--- src/design/bpbf_pkg.sv ---
// ----------------------------------------------------------------------------
// bpbf_pkg
// Shared constants and controller/datapath types for the best-fit buffer pool.
// ----------------------------------------------------------------------------
package bpbf_pkg;

	localparam int MAX_ENTRIES = 32;
	localparam int IDX_W       = $clog2(MAX_ENTRIES);
	localparam int CNT_W       = $clog2(MAX_ENTRIES + 1);

	localparam int DATA_W      = 32;
	localparam int COUNT_W     = 6;
	localparam int CFG_IDX_W   = 8;

	localparam logic [DATA_W-1:0] MIN_POOLED_RESET = 32'd1048576;
	localparam logic [DATA_W-1:0] MAX_POOLED_RESET = 32'd671088640;

	localparam logic [CFG_IDX_W-1:0] REG_MIN_POOLED = 8'd0;
	localparam logic [CFG_IDX_W-1:0] REG_MAX_POOLED = 8'd1;

	localparam logic REQ_ACQUIRE = 1'b0;
	localparam logic REQ_RECYCLE = 1'b1;

	typedef struct packed {
		logic load;
		logic scan;
		logic remove;
		logic evict;
		logic append;
		logic result;
	} bpbf_cmd_t;

	typedef struct packed {
		logic start_ok;
		logic start_recycle;
		logic scan_end;
		logic found;
		logic evict_need;
	} bpbf_sts_t;

endpackage

--- src/design/bpbf_dp.sv ---
// ----------------------------------------------------------------------------
// bpbf_dp
// Datapath: age-ordered entry list, best-fit scan, compaction, eviction,
// configuration registers and result register.
// ----------------------------------------------------------------------------
module bpbf_dp
	import bpbf_pkg::*;
(
	input  logic                 clk,
	input  logic                 arst_n,
	input  logic                 cfg_we,
	input  logic [CFG_IDX_W-1:0] cfg_index,
	input  logic [DATA_W-1:0]    cfg_data,
	input  logic                 in_type,
	input  logic [DATA_W-1:0]    in_size,
	input  bpbf_cmd_t            cmd,
	output bpbf_sts_t            sts,
	output logic                 res_reused,
	output logic [DATA_W-1:0]    res_granted,
	output logic                 res_kept,
	output logic [COUNT_W-1:0]   res_evicted,
	output logic [COUNT_W-1:0]   res_entries,
	output logic [DATA_W-1:0]    res_total
);

	logic [DATA_W-1:0]  slot_q [MAX_ENTRIES];
	logic [CNT_W-1:0]   count_q;
	logic [DATA_W-1:0]  held_q;
	logic [DATA_W-1:0]  min_q;
	logic [DATA_W-1:0]  max_q;

	logic               type_q;
	logic [DATA_W-1:0]  size_q;
	logic [CNT_W-1:0]   idx_q;
	logic               found_q;
	logic [IDX_W-1:0]   best_idx_q;
	logic [DATA_W-1:0]  best_cap_q;
	logic               kept_q;
	logic [CNT_W-1:0]   evict_q;

	logic               res_reused_q;
	logic [DATA_W-1:0]  res_granted_q;
	logic               res_kept_q;
	logic [COUNT_W-1:0] res_evicted_q;
	logic [COUNT_W-1:0] res_entries_q;
	logic [DATA_W-1:0]  res_total_q;

	logic [DATA_W-1:0]  scan_cap;
	logic               scan_hit;
	logic [DATA_W:0]    held_plus;
	logic               in_acq_ok;
	logic               in_keep_ok;

	assign scan_cap = slot_q[idx_q[IDX_W-1:0]];
	assign scan_hit = (scan_cap >= size_q)
		&& ({1'b0, scan_cap} <= {size_q, 1'b0})
		&& (!found_q || scan_cap < best_cap_q);

	assign held_plus  = {1'b0, held_q} + {1'b0, size_q};
	assign in_acq_ok  = (in_size >= min_q);
	assign in_keep_ok = in_acq_ok && (in_size <= (max_q >> 2));

	assign sts.start_ok      = (in_type == REQ_RECYCLE) ? in_keep_ok : in_acq_ok;
	assign sts.start_recycle = (in_type == REQ_RECYCLE);
	assign sts.scan_end      = (idx_q == count_q);
	assign sts.found         = found_q;
	assign sts.evict_need    = (count_q != '0)
		&& ((count_q >= CNT_W'(MAX_ENTRIES)) || (held_plus > {1'b0, max_q}));

	always_ff @(posedge clk or negedge arst_n) begin
		if (!arst_n) begin
			count_q <= '0;
			held_q  <= '0;
			min_q   <= MIN_POOLED_RESET;
			max_q   <= MAX_POOLED_RESET;
		end else begin
			if (cfg_we) begin
				unique case (cfg_index)
					REG_MIN_POOLED: min_q <= cfg_data;
					REG_MAX_POOLED: max_q <= cfg_data;
					default: begin
					end
				endcase
			end
			if (cmd.remove) begin
				count_q <= count_q - CNT_W'(1);
				held_q  <= held_q - best_cap_q;
			end else if (cmd.evict) begin
				count_q <= count_q - CNT_W'(1);
				held_q  <= held_q - slot_q[0];
			end else if (cmd.append) begin
				count_q <= count_q + CNT_W'(1);
				held_q  <= held_plus[DATA_W-1:0];
			end
		end
	end

	always_ff @(posedge clk) begin
		for (int i = 0; i < MAX_ENTRIES - 1; i++) begin
			if (cmd.evict || (cmd.remove && IDX_W'(i) >= best_idx_q)) begin
				slot_q[i] <= slot_q[i+1];
			end else if (cmd.append && count_q == CNT_W'(i)) begin
				slot_q[i] <= size_q;
			end
		end
		if (cmd.append && count_q == CNT_W'(MAX_ENTRIES - 1)) begin
			slot_q[MAX_ENTRIES-1] <= size_q;
		end
	end

	always_ff @(posedge clk) begin
		if (cmd.load) begin
			type_q  <= in_type;
			size_q  <= in_size;
			idx_q   <= '0;
			found_q <= 1'b0;
			kept_q  <= 1'b0;
			evict_q <= '0;
		end
		if (cmd.scan) begin
			idx_q <= idx_q + CNT_W'(1);
			if (scan_hit) begin
				found_q    <= 1'b1;
				best_idx_q <= idx_q[IDX_W-1:0];
				best_cap_q <= scan_cap;
			end
		end
		if (cmd.evict) begin
			evict_q <= evict_q + CNT_W'(1);
		end
		if (cmd.append) begin
			kept_q <= 1'b1;
		end
		if (cmd.result) begin
			res_reused_q  <= (type_q == REQ_ACQUIRE) && found_q;
			if (type_q == REQ_RECYCLE) begin
				res_granted_q <= '0;
			end else begin
				res_granted_q <= found_q ? best_cap_q : size_q;
			end
			res_kept_q    <= kept_q;
			res_evicted_q <= COUNT_W'(evict_q);
			res_entries_q <= COUNT_W'(count_q);
			res_total_q   <= held_q;
		end
	end

	assign res_reused  = res_reused_q;
	assign res_granted = res_granted_q;
	assign res_kept    = res_kept_q;
	assign res_evicted = res_evicted_q;
	assign res_entries = res_entries_q;
	assign res_total   = res_total_q;

endmodule

--- config.mk ---
export PLATFORM = sky130hd
export DESIGN_NAME = bpbf_dp
export DESIGN_NICKNAME = d
export VERILOG_FILES = /design/src/design/bpbf_pkg.sv /design/src/design/bpbf_dp.sv
export SDC_FILE = /design/constraint.sdc
export NUM_CORES = 2
export LEC_CHECK = 0
export BUFFER_PORTS_ARGS = -buffer_cell sky130_fd_sc_hd__buf_4
export CAP_MARGIN = 20
export CORE_MARGIN = 10
export CORE_UTILIZATION = 55
export DETAILED_ROUTE_END_ITERATION = 16
export GPL_ROUTABILITY_DRIVEN = 0
export HOLD_SLACK_MARGIN = 0.15
export PLACE_DENSITY = 0.71
export SLEW_MARGIN = 10
export SYNTH_ARGS = -nofsm -noshare
export SYNTH_HDL_FRONTEND = slang
export SYNTH_SLANG_ARGS = --single-unit
--- constraint.sdc ---
create_clock -name clk -period 11 [get_ports clk]
set_clock_uncertainty 0.15 [all_clocks]
set_input_delay 1.65 -clock clk [delete_from_list [all_inputs] [get_ports clk]]
set_output_delay 1.65 -clock clk [all_outputs]
set_load 0.01 [all_outputs]
Word level (Yosys, flattened, before mapping)
Memory sizes are Yosys's and may differ from the RTL's. A register that Yosys moved wholly into a read port is not among the register bits.
Cells that the tools add are included.
W data, S select, Z words.
{"block": "word_totals", "out_inout_bits": 83, "word_cells": 443, "memories": 1, "regBits": 264, "mem_bits_rw": 1024, "in_bits": 82}
{"block": "op_classes", "n_addsub": 7, "muxes": 203, "eq_ne": 33, "reduce_logical": 111, "order_cmp": 38, "bitwise_logic": 32}
{"name": "slot_q", "depth": 32, "width": 32, "rd": 33, "rd_clocked_by_memory_dff": 1, "wr": 32, "line_no": "bpbf_dp.sv:26", "rtl": "logic [DATA_W-1:0] slot_q [MAX_ENTRIES];"}
{"cell": "$mux W32", "n": 35}
{"cell": "$mux W1", "n": 161}
{"cell": "$eq A6 B5 Y1 const B", "n": 16}
{"cell": "$ge A5 B5 Y1 const A", "n": 15}
{"cell": "$logic_and A1 B1 Y1", "n": 68}
{"cell": "$ge A32 B32 Y1", "n": 2}
{"cell": "$sub A32 B32 Y32", "n": 2}
{"cell": "$eq A6 B4 Y1 const B", "n": 8}
{"cell": "$ge A4 B5 Y1 const A", "n": 8}
{"cell": "$mux W6", "n": 6}
{"cell": "$add A32 B32 Y33", "n": 1}
{"cell": "$gt A33 B32 Y1", "n": 1}
{"cell": "$le A32 B33 Y1", "n": 1}
{"cell": "$logic_or A1 B1 Y1", "n": 33}
{"cell": "$le A32 B30 Y1", "n": 1}
{"cell": "$lt A32 B32 Y1", "n": 1}
{"cell": "$or A1 B1 Y1", "n": 31}
{"cell": "$eq A6 B3 Y1 const B", "n": 4}
{"cell": "$ge A3 B5 Y1 const A", "n": 4}
{"cell": "$add A6 B1 Y6 const B", "n": 3}
{"cell": "$eq A6 B2 Y1 const B", "n": 2}
{"cell": "$ge A1 B5 Y1 const A", "n": 2}
{"cell": "$ge A2 B5 Y1 const A", "n": 2}
{"cell": "$eq A8 B1 Y1 const B", "n": 1}
{"cell": "13 further kinds", "n": 16}

Depth between registers and ports, before layout
{"block": "logic_depth", "word_depth": 6, "mapped_depth": 20, "depth_no_buf": 20}

Worst setup path before layout
No wires, ideal clock.
{"block": "synth_path", "path_kind": "reg-to-reg", "startpoint": "register with a tool-made name", "endpoint": "register best_cap_q[0] (enable)", "stages_incl_launch_ff": 18, "arrival_time_ps": 6541, "path_buffers": 4, "synth_period_minus_slack_ps": 7146, "t_required_ps": 10395, "slack_ps": 3854, "setup_ps": 455, "cell_sequence": "dfxtp_1 > buf_2 > buf_6 > clkbuf_1 > buf_1 > mux4_2 > mux4_2 > mux2_2 > ha_1 > a21o_1 > a21o_1 > a21o_1 > a21o_1 > a21oi_1 > a211oi_1 > a2111oi_0 > a21oi_1 > nor4_2"}
{"item": "end signal: assignment", "line_no": "bpbf_dp.sv:125", "rtl": "best_cap_q <= scan_cap;"}
{"item": "end: declaration", "line_no": "bpbf_dp.sv:37", "rtl": "logic [DATA_W-1:0] best_cap_q;"}

==> run metrics <==
status=finished clean; Non-Filler Instances=7061; sink of the worst hold path=res_kept; H-tree depth=4; CTS Root Cell=clkbuf_16; first-pass GRT wire length=335 mm; hold buffers post-CTS=0; crit end category=output port; placed insts=6806; Port Buffers=164; layout cells sized above 1=27.8%; Yosys cell types=73; Hold Path Cell Cnt=0; pin count of the biggest net entering global routing=127; post-synthesis sequential area ratio=54.8%; CP max stage cell=edfxtp_1; CP Max Fanout=21; largest cells by area after synthesis=edfxtp_1, mux4_2, mux2_2; Max Cap Viol=0; Yosys top cell area share=50.9%; # rows=130; CTS clk-pin slew, worst paths=60 ps; Setup Viol. Count Final=0; WHS=292 ps; FF-to-FF path depth=15; Arr. time, crit path=6830 ps; initial antenna violation count=9; syn_area_per_cell=13.3 um^2; dpl ws=3450 ps; Post-Synthesis Cells=5245; cell repeated most along the worst path=a21oi_1; routed vias/inst=6.92; Seq cells post-synth=1293; min-delay src=kept_q; setup bufs post-CTS=0; fmax=116 MHz; Post-synth ARST share=7.89%; final setup margin=2370 ps; Total Wirelength=234 mm; Initial Util=55.5%; WL per Instance=33.2 um; Vias=48880; dpl hpwl=150 mm; # IOs=165; final hold vios=0; synth cell count leaders=edfxtp_1, mux2_2, o21ai_0, nand2_1, mux4_2; post-route ant nets=0; Final min period=8630 ps; post-CTS sizing=0; r2r endpoint=best_cap_q[5]; flop2flop setup slack=3910 ps; LEAKAGE=29.4 nW; Slew @ Worst Pin=1140 ps; vias in the first global route=47251; CP cell instances=ha_1 > a21oi_1 > o22ai_1 > a41oi_1 > o21ai_1 > a2111oi_2 > nor3b_1 > o21a_1 > or3_1 > and2_1 > ha_1 > a21o_1 > a21o_1 > a21oi_1 > o21ai_0 > a221o_1 > a221o_1 > a211oi_1 > a21oi_1 > buf_4; ys flop type=edfxtp_1; TritonCTS clock tree=done; die width=376 um; die height=376 um; Fillers=9690; synth-to-layout area growth=11.0%; Post-Synthesis Net Count=5619; slew margin rel.=23.8%; Clock Sinks=1293; Core Util, Final=61.6%; Crit path largest cell delay=990 ps; CP Class=reg -> out; Core Region=126000 um^2; RSZ-0062 raised after global routing=no; Yosys warning total=0; part of the cycle the worst path needs=78.4%; total CTS buffers=140; Post-Syn Area=69800 um^2; leading area contributor after synthesis=edfxtp_1; min-delay worst type=reg -> reg; Clock Path Buffers=3; CP required=9200 ps; gr usage total=32.6%; Setup crit start kind=register; Pwr Density=240 nW/um^2; max-slew violations=0; latest clock arrival within the worst-skew pair=800 ps; number of flops mapped to enable cells by yosys=1184; Die ar.=142000 um^2; DRT iter0 DRCs=7216; Residual DRC=0; total global routing overflow=0; setup_tns=0 ps; Pre-Repair DR Iteration Count=8; Layout Nets=5673; cell with the most instances after synthesis=edfxtp_1; VDD IR max=0.195 mV
[registers in the layout, indices dropped and copies added, names as in the netlist, 32 cells and up, named ones only]
register and cells:
res_granted 32, res_total 32, min_q 32, slot_q 1024, max_q 32, held_q 32
best_cap_q 32, size_q 32
[power by group]
group          switching (W)  internal [W]
sequential          0.000777       0.00677
combinational        0.00365       0.00274
clock                0.00200       0.00268
[layer usage]
metal,GRT usage (%),routed length [um],up-vias
li1,-,-,20116
met1,43.7,87100,24496
met2,49.2,105000,3600
met3,8.35,29200,656
met4,15.9,13200,12
met5,0,81,-
[kinds of logic after synthesis]
family	synth area share, %
XOR/XNOR	1.23
multiplexers	21.0
buffers and inverters	3.14
AO/OA/AOI/OAI	8.60
flip-flops	54.8
AND/OR/NAND/NOR	5.99
adder cells (fa/ha/maj)	5.26
[area by class of cell]
class	count	area [um^2]	share of cell area [%]
diodes	2	5.00	0.00645
clock buffers	187	3880	5.00
clock inverters	65	569	0.734
inverters	191	717	0.925
multi-input cells	3381	29800	38.4
flip-flops and latches	1293	38300	49.4
well taps	1650	2060	2.66
repair buffers	292	2230	2.88
[critical path, delay by kind of cell, from the launching register on]
kind / cells / cell delay, ps
adders and majority gates: 2 / 730
and+or+nand+nor: 3 / 620
buffers and inverters: 1 / 190
DFF: 1 / 990
AOI/OAI and AO/OA: 14 / 3520
[stage by stage]
step                      instance area [um^2]  power, W
after detailed placement                 73100    0.0138
after CTS                                77500    0.0184
after global routing                     77500    0.0194
after global placement                   73100    0.0136
after floorplan                          69800    0.0116
final                                    77500    0.0186
[how the worst max path moves through the flow]
stage | from | endpoint | slack, ps | cells after the start
global placement | size_q[4] | sts[0] | 3420 | 20
detailed placement | size_q[6] | sts[0] | 3450 | 20
global route | size_q[0] | sts[0] | 2070 | 22
CTS | size_q[6] | sts[0] | 2580 | 20
finish | size_q[4] | sts[0] | 2370 | 20
floorplan | register | best_cap_q[0] | 3850 | 17
[placed cells by master, fill, tap and decap left out, drive strengths merged, types with 99 or more instances in the layout]
| cell | netlist | final |
|---|---|---|
| a21o | 114 | 114 |
| nor2 | 144 | 144 |
| nand2 | 574 | 574 |
| ha | 289 | 289 |
| mux2 | 624 | 624 |
| edfxtp | 1184 | 1184 |
| mux4 | 320 | 320 |
| a21oi | 162 | 162 |
| clkbuf | 294 | 187 |
| dfrtp | 99 | 99 |
| buf | 86 | 292 |
| o21ai | 588 | 588 |
| inv | 190 | 195 |
(Power assumes the default switching activity.)
