==> config.mk <==
export PLATFORM = sky130hd
export DESIGN_NAME = bpbf_ctrl
export DESIGN_NICKNAME = d
export VERILOG_FILES = /design/src/design/bpbf_pkg.sv /design/src/design/bpbf_ctrl.sv
export SDC_FILE = /design/constraint.sdc
export NUM_CORES = 1
export LEC_CHECK = 0
export BUFFER_PORTS_ARGS = -buffer_cell sky130_fd_sc_hd__buf_4
export CAP_MARGIN = 20
export CORE_AREA = 8 8 45 47
export DETAILED_ROUTE_END_ITERATION = 10
export DIE_AREA = 0 0 53 55
export SYNTH_ARGS = -nofsm -noshare
export SYNTH_HDL_FRONTEND = slang
export SYNTH_SLANG_ARGS = --single-unit
==> constraint.sdc <==
create_clock -name clk -period 4.1 [get_ports clk]
set_input_delay 0.205 -clock clk [delete_from_list [all_inputs] [get_ports clk]]
set_output_delay 0.205 -clock clk [all_outputs]
set_load 0.05 [all_outputs]
==> src/design/bpbf_pkg.sv <==
// ----------------------------------------------------------------------------
// bpbf_pkg
// Shared constants and controller/datapath types for the best-fit buffer pool.
// ----------------------------------------------------------------------------
package bpbf_pkg;

	localparam int MAX_ENTRIES = 32;
	localparam int IDX_W       = $clog2(MAX_ENTRIES);
	localparam int CNT_W       = $clog2(MAX_ENTRIES + 1);

	localparam int DATA_W      = 32;
	localparam int COUNT_W     = 6;
	localparam int CFG_IDX_W   = 8;

	localparam logic [DATA_W-1:0] MIN_POOLED_RESET = 32'd1048576;
	localparam logic [DATA_W-1:0] MAX_POOLED_RESET = 32'd671088640;

	localparam logic [CFG_IDX_W-1:0] REG_MIN_POOLED = 8'd0;
	localparam logic [CFG_IDX_W-1:0] REG_MAX_POOLED = 8'd1;

	localparam logic REQ_ACQUIRE = 1'b0;
	localparam logic REQ_RECYCLE = 1'b1;

	typedef struct packed {
		logic load;
		logic scan;
		logic remove;
		logic evict;
		logic append;
		logic result;
	} bpbf_cmd_t;

	typedef struct packed {
		logic start_ok;
		logic start_recycle;
		logic scan_end;
		logic found;
		logic evict_need;
	} bpbf_sts_t;

endpackage

==> src/design/bpbf_ctrl.sv <==
// ----------------------------------------------------------------------------
// bpbf_ctrl
// Sequencer: accept a word, scan or evict through the datapath, post result.
// ----------------------------------------------------------------------------
module bpbf_ctrl
	import bpbf_pkg::*;
(
	input  logic       clk,
	input  logic       arst_n,
	input  logic       in_valid,
	output logic       in_ready,
	output logic       out_valid,
	input  logic       out_ready,
	input  bpbf_sts_t  sts,
	output bpbf_cmd_t  cmd
);

	typedef enum logic [1:0] {
		ST_IDLE,
		ST_SCAN,
		ST_EVICT,
		ST_DONE
	} state_t;

	state_t state_q;
	logic   out_valid_q;

	assign in_ready  = (state_q == ST_IDLE);
	assign out_valid = out_valid_q;

	always_comb begin
		cmd = '0;
		unique case (state_q)
			ST_IDLE: begin
				cmd.load = in_valid;
			end
			ST_SCAN: begin
				if (!sts.scan_end) begin
					cmd.scan = 1'b1;
				end else begin
					cmd.remove = sts.found;
				end
			end
			ST_EVICT: begin
				if (sts.evict_need) begin
					cmd.evict = 1'b1;
				end else begin
					cmd.append = 1'b1;
				end
			end
			ST_DONE: begin
				cmd.result = !out_valid_q || out_ready;
			end
			default: begin
				cmd = '0;
			end
		endcase
	end

	always_ff @(posedge clk or negedge arst_n) begin
		if (!arst_n) begin
			state_q     <= ST_IDLE;
			out_valid_q <= 1'b0;
		end else begin
			if (cmd.result) begin
				out_valid_q <= 1'b1;
			end else if (out_ready) begin
				out_valid_q <= 1'b0;
			end
			unique case (state_q)
				ST_IDLE: begin
					if (in_valid) begin
						if (!sts.start_ok) begin
							state_q <= ST_DONE;
						end else if (sts.start_recycle) begin
							state_q <= ST_EVICT;
						end else begin
							state_q <= ST_SCAN;
						end
					end
				end
				ST_SCAN: begin
					if (sts.scan_end) begin
						state_q <= ST_DONE;
					end
				end
				ST_EVICT: begin
					if (!sts.evict_need) begin
						state_q <= ST_DONE;
					end
				end
				ST_DONE: begin
					if (cmd.result) begin
						state_q <= ST_IDLE;
					end
				end
				default: begin
					state_q <= ST_IDLE;
				end
			endcase
		end
	end

endmodule

Yosys cells after proc, flatten, opt, wreduce, memory -nomap -nowiden
Cells that the tools add are included.
Word-level totals
  latch bits: 0
  ROM bits: 0
  register bits after elaboration: 3
  memory bits (writable): 0
  output and inout port bits: 8
  memories: 0
Cells by class
  magnitude comparators: 0
  reduce and logical (&&, ||, !) cells: 5
  eq/ne operators: 7
  mux-type cells: 17
  shift operators: 0
  add/sub/neg operators: 0
  $mul: 0
  div/mod/pow operators: 0
  bitwise operators: 0
Operator list (count)
  $mux W2: 8
  $mux W1: 8
  $ne A2 B2 Y1 const B: 4
  $pmux W2 S4: 1
  $eq A2 B2 Y1 const B: 2
  $reduce_and A4 Y1: 1
  $eq A2 B1 Y1 const B: 1
  $logic_not A2 Y1: 1
  $reduce_bool A2 Y1: 1
  $logic_not A1 Y1: 1
  $logic_or A1 B1 Y1: 1

Depth between registers and ports, before layout
Gate-level depths: netlist of the first run.
  depth in word-level cells: 5
  gate-level depth with buffers: 5
  mapped depth without buffers: 5

Least setup slack after synthesis of the first run
Ideal clock, no wire load.
  kind: register to register
  start: register state_q[0]
  end: register state_q[0]
  period minus slack after synthesis: 1695 ps
  path buffers: 0
  stages on the path, launching flop included: 6
  setup time: 122 ps
  data arrival time: 1573 ps
  slack: 2405 ps
  cell sequence: dfrtp_1 -> inv_1 -> ha_1 -> and2b_4 -> a2111o_1 -> a32o_1
On the way
  elaborated cells between the ends (all ways): 11
  those cells by class: eq/ne: 7; mux: 2; reduce/logical: 2
RTL lines
  from (decl): line bpbf_ctrl.sv:25  | state_t state_q;
  from (signal assigned): line bpbf_ctrl.sv:62  | state_q <= ST_IDLE;
  from (signal assigned): line bpbf_ctrl.sv:74  | state_q <= ST_DONE;
  from (signal assigned): line bpbf_ctrl.sv:76  | state_q <= ST_EVICT;
  $logic_not A2 Y1 (*)
  via in_ready: line bpbf_ctrl.sv:11  | output logic in_ready,
  $ne A2 B2 Y1 (no line)
  $reduce_and A4 Y1 (no line)
The timed path passes the listed nets; every way through them passes the cells marked *.
A chain may end at the register's enable or synchronous reset.

Worst setup path in the final report of the first run
  start: register state_q[0]
  end: register state_q[0]
On the way
  word-level cells in the longest chain between the ends: 4
  elaborated cells between the ends (all ways): 11
  those cells by class: eq/ne: 7; mux: 2; reduce/logical: 2
Ends and longest elaborated chain
  $eq A2 B2 Y1: line bpbf_ctrl.sv:33, bpbf_ctrl.sv:70
  $mux W1: line bpbf_ctrl.sv:33  | unique case (state_q)
  $ne A2 B2 Y1 (no line)
  $reduce_and A4 Y1 (no line)
Parallel ways exist; a longest one is shown, timed or not.

==> metrics.txt, run 1 <==
global-route wire length before repair=1150 um; Root Driver=clkbuf_4; critical path type=flip-flop to flip-flop; Worst Tran Pin Value=0.324 ns; vias per cell=4.12; final setup vio count=0; Worst setup EP type=flip-flop; CP startpoint=state_q[0]; IO Pins=17; Die H=55 um; CTS H-tree depth=1; Worst slew margin=78.3%; Synth area leader=dfrtp_1; most common cell after layout, fill and taps aside=buf_4; layout cells sized above 1=44.9%; Mapped Nets=42; Max Clock Freq=650 MHz; critical path, cell by cell=inv_1, ha_1, and2_1, a2111o_1, a32o_1; Hold WC Path Type=input pin to async pin; max incr delay on CP=0.38 ns; Clk pin slew, worst setup/hold paths=0.04 ns; cts repair resizes=0; P&R area growth vs syn=61.6%; die area=2920 um2; number of diodes=0; worst-case clock buffer depth=2; final net count=64; critical path startpoint category=flip-flop; most frequent cells in the layout=buf_4 (16), ha_1 (5), and2_1 (3), clkbuf_4 (3), dfrtp_1 (3); core area=1380 um2; Slowest-stage cell, CP=dfrtp_1; final-report hold violation count=0; RSZ-0062 raised after global routing=false; GPL Wtd Cong=0.763; clk_skew=0.00248 ns; Worst Path Buf+Inv=1; Final Cycle Share=37.5%; Num CTS Buffers=3; FP Rows=14; Worst VDD drop=0.256 mV; GRT overflow=0; top-area cell type share of the netlist area=26.2%; CTS tree=built; Mapped Cells=28; DP Wirelength=585 um; Crit path max-delay family=compound AO/OA/AOI/OAI gates; post-CTS setup buffers=0; launch point of the worst reg-to-reg path=state_q[0]; Seq/Total Area, Yosys=26.2%; final WL=673 um; Avg Inst Size Synth=10.2 um2; final core area utilization=33.5%; 1st-iter DRT viols=3; DR WL/cell=10.4 um; worst-path maximum fanout=4; Final Non-Filler Cells=65; Synth Cell Area=287 um2; later-pin clock latency in the skew report=0.23 ns; CP required=4.22 ns; Cell variety after synth=15; max-cap violations=0; routed vias=268; Residual DRC=0; clk sinks=3; largest cells by area after synthesis=dfrtp_1 (26%), ha_1 (22%), nor2b_4 (9.6%); FF+latch count, synth=3; GRT Total Usage=5.19%; Tot Pwr=393 uW; Cells after DPL=60; Leakage=0.244 nW; initial core utilization=20.7%; hold_buf cts=1; largest net degree at the start of global routing=5; Setup TNS Final=0 ns; Critical Path AT=1.65 ns; Slew Viols, Final=0; Ys Warns=0; post-route ant nets=0; Power Dens Cells=848 nW/um2; initial antenna violation count=0; Buffers on Ports=16; Final min period=1.54 ns; outcome=finished, final reports clean; Initial DRT Pass Iterations=4; number of global-route vias before repair=305; die width=53 um
layout make-up:
cell class / instances / area (um2)
Timing Repair Buffer: 17 / 130
Fill cell: 151 / 921
Sequential cell: 3 / 75.1
Tap cell: 16 / 20.0
Multi-Input combinational cell: 23 / 204
Inverter: 2 / 7.51
Clock buffer: 4 / 26.3
kinds of logic after synthesis:
group                    after synthesis  synth area share [%]
adder cells (fa/ha/maj)                5                  21.8
AO/OA/AOI/OAI                          4                  13.5
flip-flops                             3                  26.2
buffers and inverters                  2                  2.62
AND/OR/NAND/NOR                       14                  35.8
where the power goes:
part	switching (mW)	total (mW)	internal, mW
clock	0.0148	0.0513	0.0364
sequential	0.0150	0.0615	0.0465
combinational	0.170	0.280	0.110
total	0.200	0.393	0.193
Yosys cell counts, drive strengths merged:
cell type,instances
inv,2
a211oi,1
and2b,2
dfrtp,3
nand2b,2
nor2,2
nor2b,2
nand3b,1
and3,1
a32o,2
ha,5
nand3,1
a2111o,1
and2,3
routing by layer:
layer / part of all wire, % / track usage [%]
met3: 8.6 / 2.67
met5: 0 / 0
met4: 0 / 2.59
met2: 49 / 8.59
met1: 42 / 5.33
path summary, 6_finish.rpt:
path	slack [ns]	cells after the start	to
max in group asynchronous	3.70	2	out_valid
worst max-delay path	2.56	5	state_q[0]
worst min register to register	0.56	1	state_q[0]
worst max register to register	2.56	5	state_q[0]
worst min-delay path	0.30	2	state_q[0]
min in group clk	0.30	3	out_valid
state kept, by name, indices dropped and copies added, names as in the netlist:
register	flops
out_valid	1
state_q	2
per-stage QoR:
stage / cell area [um2] / hold WS [ns] / setup slack [ns]
after detailed placement: 427 / -0.00338 / 2.56
after global routing: 463 / 0.307 / 2.44
after CTS: 463 / 0.294 / 2.55
final: 463 / 0.298 / 2.56
after global placement: 427 / -0.00386 / 2.56
after floorplan: 287 / -0.0906 / 2.41
No activity file was read; power rests on OpenSTA's default activity.
==> run 2: changes to the inputs <==
- ABC_AREA: unset -> 1
- clock period: 4.1 -> 1.4 ns (I/O delays scaled with it)
==> run 2 against run 1 <==
  * Sequential power grew to 2.9 times the previous value
  * Via count increased by 21%
  * Largest power group unchanged
  * Area after synthesis up 10%
  * Combinational power grew to 3.2 times the previous value
  * Register-to-register slack lost 2.3 ns
  * Non-clock buffer count unchanged
  * Clock skew barely moved
  * Power increased to 3.1 times the previous value
  * Routed wire length rose by 9.1%
  * First-iteration DRC count did not move
==> metrics.txt, run 2 <==
outcome=finished, final reports clean; Residual DRC=0 (unchanged); worst-path maximum fanout=4 (unchanged); Slew Viols, Final=0 (unchanged); Post-Synth XOR/XNOR Area=0% (unchanged); core area=1380 um2 (unchanged); initial core utilization=22.9% (+2.2 points); Setup TNS Final=0 ns (unchanged); Synth area leader=dfrtp_1; Worst setup EP type=output port; post-route cell area=520 um2 (+12%); Die H=55 um (unchanged); critical path, cell by cell=inv_2, ha_2, nand2_1, inv_1, buf_4; placed cell area=468 um2 (+9.7%); ys flop type=dfrtp_1; die width=53 um (unchanged); number of global-route vias before repair=299 (-2.0%); fraction of synthesized area in multiplexers=0% (unchanged); max-cap violations=0 (unchanged); post-route ant nets=0 (unchanged); # fillers=153 (+1.3%); largest reg by FF count=state_q; Worst slew margin=89.5% (+11 points); largest net degree at the start of global routing=5 (unchanged); P&R area growth vs syn=64.4%; Power Dens Cells=2360 nW/um2 (+180%); largest family of logic cells by synthesized area=simple AND/OR/NAND/NOR gates; final core area utilization=37.6% (+4.2 points); pre-CTS WS=0.214 ns (-2.34 ns); Buffers on Ports=16 (unchanged); clk sinks=3 (unchanged); Worst Path Buf+Inv=3 (+2); list of most frequent post-synthesis cells=nand2_1 (13), inv_1 (11), ha_1 (5), nand2_2 (4), dfrtp_1 (3); GPL Wtd Cong=0.785 (+2.9%); final WL=734 um (+9.1%); top-area cell type share of the netlist area=23.7% (-2.5 points); Max Clock Freq=766 MHz; Slowest-stage cell, CP=dfrtp_1; number of diodes=0 (unchanged); Hold WC Path Type=input pin to flip-flop; FF+latch count, synth=3 (unchanged); post-synthesis adder-cell area fraction=19.8% (-2.1 points); Crit path max-delay family=flip-flops; Root Driver=clkbuf_4; global-route wire length before repair=1210 um (+4.8%); final setup vio count=0 (unchanged); EDFF count, synth=0 (unchanged); Avg Inst Size Synth=6.88 um2 (-33%); die area=2920 um2 (unchanged); RSZ-0062 raised after global routing=false; Final Cycle Share=93.3%; sequential cell area=75.1 um2 (unchanged); clk_skew=0.00224 ns (-0.000242 ns); DR WL/cell=8.84 um (-15%); FP Rows=14 (unchanged); GRT overflow=0 (unchanged); Num CTS Buffers=3 (unchanged); worst setup margin=0.0938 ns (-2.47 ns); CTS tree=built; Initial DRT Pass Iterations=4 (unchanged); later-pin clock latency in the skew report=0.24 ns (about the same); most frequent cells in the layout=nand2_1 (13), buf_4 (13), inv_1 (9); routed vias=325 (+21%); final net count=82 (+28%); Ys Warns=0 (unchanged); Seq/Total Area, Yosys=23.7% (-2.5 points); Synth async-reset ratio=100% (unchanged); 1st-iter DRT viols=3 (unchanged); GRT Total Usage=5.91% (+0.72 points); post-synthesis compound-gate area fraction=7.91% (-5.6 points); final-report hold violation count=0 (unchanged); Mapped Nets=60 (+43%); Cell variety after synth=13 (-2); max incr delay on CP=0.40 ns (+0.02 ns); Worst Tran Pin Value=0.157 ns (-0.168 ns); Worst VDD drop=0.605 mV (+140%); Clk pin slew, worst setup/hold paths=0.04 ns (about the same); IO Pins=17 (unchanged); CP required=1.33 ns (-2.89 ns); CTS H-tree depth=1 (unchanged); DP Wirelength=633 um (+8.1%); post-CTS setup buffers=0 (unchanged); max reg flops=2 (unchanged); vias per cell=3.92 (-5.0%); simple-gate share of the synthesized area=34.4% (-1.4 points); critical path type=flip-flop to output port; critical path startpoint category=flip-flop; Tot Pwr=1.23 mW (+210%); Final min period=1.31 ns; largest cells by area after synthesis=dfrtp_1 (24%), ha_1 (20%), nand2_1 (15%); Mapped Cells=46 (+64%); Synth Cell Area=317 um2 (+10%); initial antenna violation count=0 (unchanged); Leakage=0.314 nW (+29%); multi-input gate area in the final layout=213 um2 (+4.3%); worst-case clock buffer depth=2 (unchanged); layout cells sized above 1=50.7% (+5.8 points); count leader, synth=nand2_1; Critical Path AT=1.24 ns (-0.41 ns)
[run 2: cell types whose count changed after synthesis, sizes merged, moves of 2 or more]
cell and change:
nor2b -2, and2 -3, nand2 +18, a32o -2, inv +10, o21bai +2, and2b -2, nand2b -2
[run 2: routing by layer]
| metal | vias up | track usage (%) | part of all wire [%] |
|---|---|---|---|
| met5 | - | 0 | 0 |
| met4 | 0 | 6.47 | 1.9 |
| met3 | 2 | 3.48 | 11 |
| met2 | 15 | 8.59 | 50 |
| met1 | 133 | 5.50 | 37 |
| li1 | 175 | - | - |
[run 2: kinds of logic after synthesis]
| logic type | Yosys count |
|---|---|
| and+or+nand+nor | 22 |
| buffers and inverters | 12 |
| adders and majority gates | 5 |
| AOI/OAI and AO/OA | 4 |
| DFF | 3 |
[run 2: worst paths after layout]
| check | to | cells past startpoint | start | slack (ns) |
|---|---|---|---|---|
| min in group asynchronous | state_q[0] | 2 | arst_n | 0.16 |
| setup / recovery | cmd[5] | 5 | state_q[0] | 0.09 |
| hold reg to reg | out_valid | 2 | out_valid | 0.55 |
| max in group asynchronous | out_valid | 2 | arst_n | 1.15 |
| hold / removal | out_valid | 4 | out_ready | 0.11 |
| setup reg to reg | state_q[0] | 5 | state_q[0] | 0.27 |
[run 2: cell type report]
class                           instances  share of cell area (%)
Multi-Input combinational cell         31                    40.9
Timing Repair Buffer                   17                    27.2
Sequential cell                         3                    14.4
Inverter                               12                    8.65
Clock buffer                            4                    5.05
Tap cell                               16                    3.85
[run 2: worst reg2reg max path: cells and delay by family, from the launching register on]
family	cells	cell delay (ns)
AOI/OAI and AO/OA	1	0.13
and+or+nand+nor	3	0.26
adders and majority gates	1	0.22
DFF	1	0.40
[run 2: report_power, final]
| group | total, mW | leakage (nW) | internal (mW) | switching, mW |
|---|---|---|---|---|
| logic | 0.898 | 0.262 | 0.314 | 0.583 |
| registers | 0.178 | 0.0368 | 0.133 | 0.0443 |
| clock network | 0.155 | 0.0150 | 0.107 | 0.0478 |
[run 2: what timing repair did]
item	in CTS	in global routing
endpoints found under the hold margin	3	0
endpoints found under the setup margin	1	4
gates resized for setup	1	6
hold buffers	1	0
[run 2: per-stage QoR]
stage               hold slack (ns)  std cells
global route                  0.134         83
floorplan                    -0.226         46
global placement             -0.139         78
detailed placement           -0.138         78
CTS                           0.101         83
finish                        0.106         83
